<file path="config.mk">
export PLATFORM = sky130hd
export DESIGN_NAME = fdmd_ctrl
export DESIGN_NICKNAME = d
export VERILOG_FILES = /design/src/sv/fdmd_pkg.sv /design/src/sv/fdmd_ctrl.sv
export SDC_FILE = /design/constraint.sdc
export NUM_CORES = 1
export LEC_CHECK = 0
export BUFFER_PORTS_ARGS = -buffer_cell sky130_fd_sc_hd__buf_2
export CAP_MARGIN = 25
export CORE_AREA = 2 2 39 41
export CTS_CLUSTER_SIZE = 30
export DETAILED_ROUTE_END_ITERATION = 12
export DIE_AREA = 0 0 41 43
export PLACE_DENSITY = 0.42
export SLEW_MARGIN = 30
export SYNTH_ARGS = -nofsm -noshare
export SYNTH_HDL_FRONTEND = slang
export SYNTH_SLANG_ARGS = --single-unit
</file>
<file path="constraint.sdc">
create_clock -name clk -period 1.2 [get_ports clk]
set_input_delay 0.06 -clock clk [delete_from_list [all_inputs] [get_ports clk]]
set_output_delay 0.06 -clock clk [all_outputs]
set_load 0.01 [all_outputs]
</file>
<file path="src/sv/fdmd_pkg.sv">
// Shared types and constants of the frame difference motion detector.
package fdmd_pkg;

	// Sample store geometry.
	localparam int MAX_SAMPLES = 8192;
	localparam int ADDR_W      = $clog2(MAX_SAMPLES);
	localparam int CNT_W       = $clog2(MAX_SAMPLES + 1);

	// Division datapath widths: the quotient never exceeds 100.
	localparam int QUO_W = 7;
	localparam int NUM_W = CNT_W + QUO_W;

	// Item opcodes.
	localparam logic [1:0] OP_REF  = 2'd0;
	localparam logic [1:0] OP_CMP  = 2'd1;
	localparam logic [1:0] OP_TICK = 2'd2;

	// Configuration register indexes.
	localparam logic [1:0] CFG_SAMPLE_STEP = 2'd0;
	localparam logic [1:0] CFG_DIFF_LIMIT  = 2'd1;
	localparam logic [1:0] CFG_THRESHOLD   = 2'd2;
	localparam logic [1:0] CFG_COOLDOWN    = 2'd3;

	// Configuration reset values.
	localparam logic [7:0]  RST_SAMPLE_STEP = 8'd10;
	localparam logic [7:0]  RST_DIFF_LIMIT  = 8'd20;
	localparam logic [6:0]  RST_THRESHOLD   = 7'd30;
	localparam logic [15:0] RST_COOLDOWN    = 16'd10;

	typedef enum logic [2:0] {
		ST_IDLE,
		ST_CMP,
		ST_DIV_LOAD,
		ST_DIV,
		ST_FIN
	} fdmd_state_t;

	// Commands from the controller to the datapath.
	typedef struct packed {
		logic accept;
		logic compare;
		logic div_load;
		logic div_step;
		logic finish;
	} fdmd_cmd_t;

	// Status from the datapath to the controller.
	typedef struct packed {
		logic cmp_read;
		logic cmp_last;
		logic div_last;
		logic out_free;
	} fdmd_status_t;

endpackage

</file>
<file path="src/sv/fdmd_ctrl.sv">
// Controller state machine of the frame difference motion detector.
module fdmd_ctrl (
	input  logic                 clk,
	input  logic                 arst_n,
	input  logic                 in_valid,
	output logic                 in_ready,
	input  fdmd_pkg::fdmd_status_t st,
	output fdmd_pkg::fdmd_cmd_t    cmd
);
	import fdmd_pkg::*;

	fdmd_state_t state_q, state_d;
	logic        last_q;

	// State and pending end-of-frame flag.
	always_ff @(posedge clk or negedge arst_n) begin
		if (!arst_n) begin
			state_q <= ST_IDLE;
			last_q  <= 1'b0;
		end else begin
			state_q <= state_d;
			if (cmd.accept) begin
				last_q <= st.cmp_last;
			end
		end
	end

	// Next state.
	always_comb begin
		state_d = state_q;
		unique case (state_q)
			ST_IDLE: begin
				if (in_valid) begin
					if (st.cmp_read) begin
						state_d = ST_CMP;
					end else if (st.cmp_last) begin
						state_d = ST_DIV_LOAD;
					end
				end
			end
			ST_CMP: begin
				state_d = last_q ? ST_DIV_LOAD : ST_IDLE;
			end
			ST_DIV_LOAD: begin
				state_d = ST_DIV;
			end
			ST_DIV: begin
				if (st.div_last) begin
					state_d = ST_FIN;
				end
			end
			ST_FIN: begin
				if (st.out_free) begin
					state_d = ST_IDLE;
				end
			end
			default: begin
				state_d = ST_IDLE;
			end
		endcase
	end

	// Outputs.
	always_comb begin
		in_ready     = (state_q == ST_IDLE);
		cmd.accept   = (state_q == ST_IDLE) && in_valid;
		cmd.compare  = (state_q == ST_CMP);
		cmd.div_load = (state_q == ST_DIV_LOAD);
		cmd.div_step = (state_q == ST_DIV);
		cmd.finish   = (state_q == ST_FIN) && st.out_free;
	end

endmodule

</file>
* Yosys cells after proc, flatten, opt, wreduce, memory -nomap -nowiden
Index checks and enable logic that the tools add are counted.
** Storage, ports and cells
- Output and inout port bits :: 6
- Register bits after elaboration :: 4
- Bits of input ports :: 7
** Operators by class
- Reductions and logical operators :: 4
- Muxes and demuxes :: 7
- Equality and inequality tests :: 8
** Operators with widths (count)
- $mux W3 :: 5
- $pmux W3 S5 :: 1
- $eq A3 B2 Y1 const B :: 2
- $ne A2 B2 Y1 const B :: 3
- $reduce_and A4 Y1 :: 1
- $eq A3 B1 Y1 const B :: 1
- $eq A3 B3 Y1 const B :: 1
- $logic_not A3 Y1 :: 1
- $ne A3 B1 Y1 const B :: 1
- $logic_and A1 B1 Y1 :: 2
- $mux W2 :: 1

* Depth between registers and ports, before layout
Gate-level depths: netlist of the first run.
- Word-level depth :: 4
- Mapped depth :: 3

* Least setup slack after synthesis of the first run
OpenSTA, ideal clock, no wires.
- Path type :: reg2reg
- Start point :: reg state_q[2]
- End point :: reg last_q
- Data required time :: 1073 ps
- Cell stages (with the launch flop) :: 3
- Path slack :: -128 ps
- Library setup time :: 127 ps
- Data arrival time :: 1201 ps
- Cells stage by stage :: dfrtp_1 nor4b_2 mux2_1
** RTL lines
- from (decl) :: line fdmd_ctrl.sv:12 : fdmd_state_t state_q, state_d;
- from (signal assigned) :: line fdmd_ctrl.sv:21 : state_q <= state_d;
- to (signal assigned) :: line fdmd_ctrl.sv:23 : last_q <= st.cmp_last;
- to (decl) :: line fdmd_ctrl.sv:13 : logic last_q;

==> results.json, run 1 <==
{
  "status": "finished with violations",
  "violations": "negative setup slack",
  "die_w_um": 41,
  "grt_pass1_vias": 281,
  "fin_total_pwr_mw": 1.19,
  "routed_via_density": 4.39,
  "dieArea_um2": 1760,
  "crit_family": "flip-flops",
  "seq_area_frac_synth": 0.415,
  "synth_top_area_frac": 0.415,
  "path_max_fanout": 5,
  "dpl_cell_area_um2": 350,
  "critical_path.slowest_cell": "dfrtp_2",
  "path_clk_slew_ps": 40,
  "n_antenna_cell": 0,
  "p_per_area_nw_per_um2": 2560,
  "path_cells": "buf_6 -> nor4bb_2 -> buf_2",
  "drt-initial-drc-count": 3,
  "multi_input_area_um2": 165,
  "ys_types": 17,
  "hp-class": "in2reg",
  "min_period_over_period": 1.07,
  "nNetsFinal": 54,
  "vdd_drop_max_mv": 1.09,
  "finalWirelength_um": 714,
  "cap_violations": 0,
  "synth_most_common_cell": "dfrtp_1",
  "synth_edf_count": 0,
  "worst_pin_slew_ps": 245,
  "synthesis.area_um2": 241,
  "clock.fmax_mhz": 775,
  "netlist_instances": 23,
  "seqCellArea_um2": 104,
  "arrival_ps": 1230,
  "setup_viol": 4,
  "num_io_pins": 13,
  "skew_ps": 13.2,
  "initial_core_util": 0.175,
  "dp.cells": 54,
  "synth_ff_type": "dfrtp_1",
  "yosysTopAreaCell": "dfrtp_1",
  "slowest_delay_ps": 430,
  "cts_tree": "built",
  "insertion_delay_ps": 240,
  "maxSlewHeadroom": 0.836,
  "critPathRequiredTime_ps": 1140,
  "grt_pass1_wl_um": 1190,
  "finalMaxSlewViolations": 0,
  "gp_congestion": 0.750,
  "cts_max_path_buffers": 2,
  "final_antenna_net_count": 0,
  "rsz0062_at_grt": "true",
  "drtPass1Iterations": 2,
  "final_cell_area_um2": 465,
  "dp_hpwl_um": 513,
  "cts.htree.levels": 1,
  "hold_violations": 0,
  "finalWorstSetupSlack_ps": -89.9,
  "instances_no_fill": 62,
  "synth_nets": 30,
  "drive_gt1_frac": 0.717,
  "grt-ovfl-total": 0,
  "root_buffer": "clkbuf_4",
  "fp.dieH_um": 43,
  "core_um2": 1380,
  "period_minus_slack_ps": 1290,
  "cp-start-kind": "register",
  "grt_max_degree": 6,
  "nFillCells": 145,
  "ys_ff_latch": 4,
  "end_kind": "primary output",
  "cts_buffers": 3,
  "avgRoutedWirePerCell_um": 11.5,
  "finalSetupTns_ps": -138,
  "path_buf_inv": 2,
  "synth_commonest_cells": "4 x dfrtp_1, 2 x nand3b_1, 2 x nor2_1, 2 x nor3_1",
  "critPathKind": "reg2out",
  "p_leak_nw": 0.217,
  "area_growth_pct": 92.7,
  "dr_total_vias": 272,
  "yosysWarnings": 0,
  "antenna_found_initial": 0,
  "std_cell_rows": 14,
  "synthTopCellsByArea": "dfrtp_1 41%, nand3b_1 6.2%, nor4b_2 6.2%, buf_6 4.7%, mux2_1 4.7%",
  "cts_sinks": 4,
  "globalRouteTotalUtil": 0.105,
  "async_flop_share": 1.00,
  "place.port_buffers": 12,
  "drc": 0,
  "syn_area_per_cell_um2": 10.5
}
## cells in the final DEF, fill, tap and decap left out, drive strengths merged, types with 2 or more instances in the layout
| cell | count |
|---|---|
| dfrtp | 4 |
| buf | 19 |
| nor2 | 2 |
| clkbuf | 4 |
| nor3 | 2 |
| nand3b | 2 |
## worst min-delay path: stages
cell and delay [ps]:
buf_2 100, nand2_1 60, o21ai_1 50
## flip-flops by register name, indices dropped and copies added, names as in the netlist
register	count
state_q	3
last_q	1
## routing by layer
layer  share of wire  vias up  global-route usage
li1                -      131                   -
met2            0.50       13               0.141
met1            0.42      128               0.123
met4               0        0              0.0800
met5               0        -                   0
met3           0.080        0              0.0471
## metrics by stage
step	setup WS [ps]	hold slack, ps	util
finish	-89.9	78.2	0.336
CTS	-90.4	60.1	0.312
floorplan	-36.9	-236	-
global route	-146	77.7	0.336
global placement	40.2	-132	0.253
detailed placement	-16.5	-133	0.253
## layout make-up
type	instances	share of cell area
clock buffers	4	0.0565
inverters	1	0.00806
multi-input cells	17	0.355
flip-flops and latches	4	0.223
well taps	16	0.0430
repair buffers	20	0.315
## final timing paths
check                      depth (start not counted)          to  slack, ps        from
max in group asynchronous                          2  state_q[2]        910      arst_n
min in group asynchronous                          2      last_q        150      arst_n
setup / recovery                                   3      cmd[0]        -90  state_q[1]
hold reg to reg                                    1      last_q        530      last_q
hold / removal                                     3  state_q[2]         80       st[1]
setup reg to reg                                   2      last_q         10  state_q[2]
## logic make-up after synthesis
group                  synth area share
and+or+nand+nor                   0.368
buffers and inverters            0.0622
AOI/OAI and AO/OA                 0.109
muxes                            0.0466
DFF                               0.415
## timing repair
item / in CTS / in global routing
pin swaps: 2 / 0
endpoints found under the hold margin: 4 / 0
buffers inserted: 3 / 0
setup endpoints to repair: 7 / 7
hold buffers: 1 / 0
gates resized for setup: 4 / 7
## power breakdown
part	switching, mW	internal [mW]
Clock	0.0604	0.125
Combinational	0.298	0.422
Sequential	0.0828	0.205
Total	0.441	0.752
(Power assumes the default switching activity.)
==> run 2: changes to the inputs <==
- RECOVER_POWER: not set -> 100
- SETUP_SLACK_MARGIN: not set -> 0.4
==> results.json, run 2 (same netlist as run 1, synthesis figures left out) <==
{
  "num_io_pins": 13,
  "die_w_um": 41,
  "min_period_over_period": 1.07,
  "r2r-end": "last_q",
  "dpl_cell_area_um2": 348,
  "final_antenna_net_count": 0,
  "regToRegSetupSlack_ps": -10,
  "reg2reg_depth": 3,
  "routed_via_density": 4.08,
  "std_cell_rows": 14,
  "cts.htree.levels": 1,
  "drc": 0,
  "violations": "negative setup slack",
  "finalWorstSetupSlack_ps": -87.2,
  "insertion_delay_ps": 240,
  "drt-initial-drc-count": 1,
  "dp.cells": 53,
  "path_clk_slew_ps": 40,
  "cp-start-kind": "register",
  "crit_family": "flip-flops",
  "drtPass1Iterations": 2,
  "layout.cells.most_common_list": "11 x buf_2, 4 x buf_6, 3 x clkbuf_4, 3 x buf_4",
  "root_buffer": "clkbuf_4",
  "n_antenna_cell": 0,
  "path_buf_inv": 2,
  "grt_pass1_vias": 248,
  "final_cell_area_um2": 457,
  "period_minus_slack_ps": 1290,
  "drive_gt1_frac": 0.696,
  "skew_ps": 8.25,
  "p_per_area_nw_per_um2": 2500,
  "dr_total_vias": 253,
  "clock.fmax_mhz": 777,
  "critPathKind": "reg2out",
  "dp_hpwl_um": 455,
  "cts_buffers": 3,
  "gp_congestion": 0.641,
  "globalRouteTotalUtil": 0.0856,
  "top_regs": "state_q (3), last_q (1)",
  "instances_no_fill": 62,
  "status": "finished with violations",
  "p_leak_nw": 0.213,
  "final_util": 0.330,
  "hp-class": "in2reg",
  "grt-ovfl-total": 0,
  "seqCellArea_um2": 103,
  "finalWirelength_um": 589,
  "end_kind": "primary output",
  "endpoint": "cmd[0]",
  "cts_sinks": 4,
  "core_um2": 1380,
  "cap_violations": 0,
  "regMostFlops": "state_q",
  "reg2reg_from": "state_q[0]",
  "nFillCells": 152,
  "path_max_fanout": 5,
  "slowest_delay_ps": 430,
  "worst_pin_slew_ps": 258,
  "nNetsFinal": 54,
  "grt_max_degree": 6,
  "critPathLaunch": "state_q[1]",
  "cts_tree": "built",
  "avgRoutedWirePerCell_um": 9.50,
  "largest_register_ffs": 3,
  "worst-path-stages": 3,
  "maxSlewHeadroom": 0.828,
  "hold_violations": 0,
  "place.port_buffers": 12,
  "arrival_ps": 1230,
  "critPathRequiredTime_ps": 1140,
  "grt_pass1_wl_um": 952,
  "initial_core_util": 0.175,
  "area_growth_pct": 89.1,
  "finalSetupTns_ps": -152,
  "vdd_drop_max_mv": 0.591,
  "final_common_cell": "buf_2",
  "multi_input_area_um2": 168,
  "dieArea_um2": 1760,
  "fp.dieH_um": 43,
  "critical_path.slowest_cell": "dfrtp_2",
  "path_cells": "buf_6 -> nor4bb_2 -> buf_2",
  "setup_viol": 3,
  "antenna_found_initial": 0,
  "cts_max_path_buffers": 2,
  "finalMaxSlewViolations": 0,
  "rsz0062_at_grt": "true"
}
-- run 2: report_power, final --
part | switching, mW | internal (mW)
combinational | 0.304 | 0.399
sequential | 0.0597 | 0.202
clock | 0.0553 | 0.125
total | 0.419 | 0.725
-- run 2: worst min-delay path by stage --
stage,startpoint,to,slack [ps],depth (start not counted)
detailed placement,arst_n,state_q[0],-130,1
floorplan,arst_n,last_q,-240,0
global placement,arst_n,state_q[0],-130,1
finish,st[2],last_q,80,2
CTS,st[2],last_q,60,2
global route,st[2],last_q,80,2
-- run 2: layout make-up --
class                           instances  area share
Timing Repair Buffer                   20       0.299
Inverter                                1     0.00822
Tap cell                               16      0.0438
Multi-Input combinational cell         17       0.367
Clock buffer                            4      0.0575
Sequential cell                         4       0.225
-- run 2: repair_timing --
action                     in CTS  in global routing
hold endpoints to repair        4                  0
buffers inserted                4                  0
gates resized for setup         6                  5
setup endpoints to repair      10                 10
pin swaps                       3                  1
hold buffers                    1                  0
-- run 2: metal layers --
layer  global-route usage  up-vias  part of all wire
li1                     -      133                 -
met1               0.0974      115              0.38
met2                0.116        5              0.56
met3               0.0471        0             0.063
met4               0.0600        0                 0
met5                    0        -                 0
-- run 2: stage by stage --
stage                     power, mW  setup WS, ps  hold WS [ps]
after floorplan               0.584         -36.9          -236
after global placement        0.749         -42.4          -130
after detailed placement      0.746         -6.17          -128
after CTS                      1.09          -105          64.9
after global routing           1.23          -126          79.3
final                          1.14         -87.2          75.8
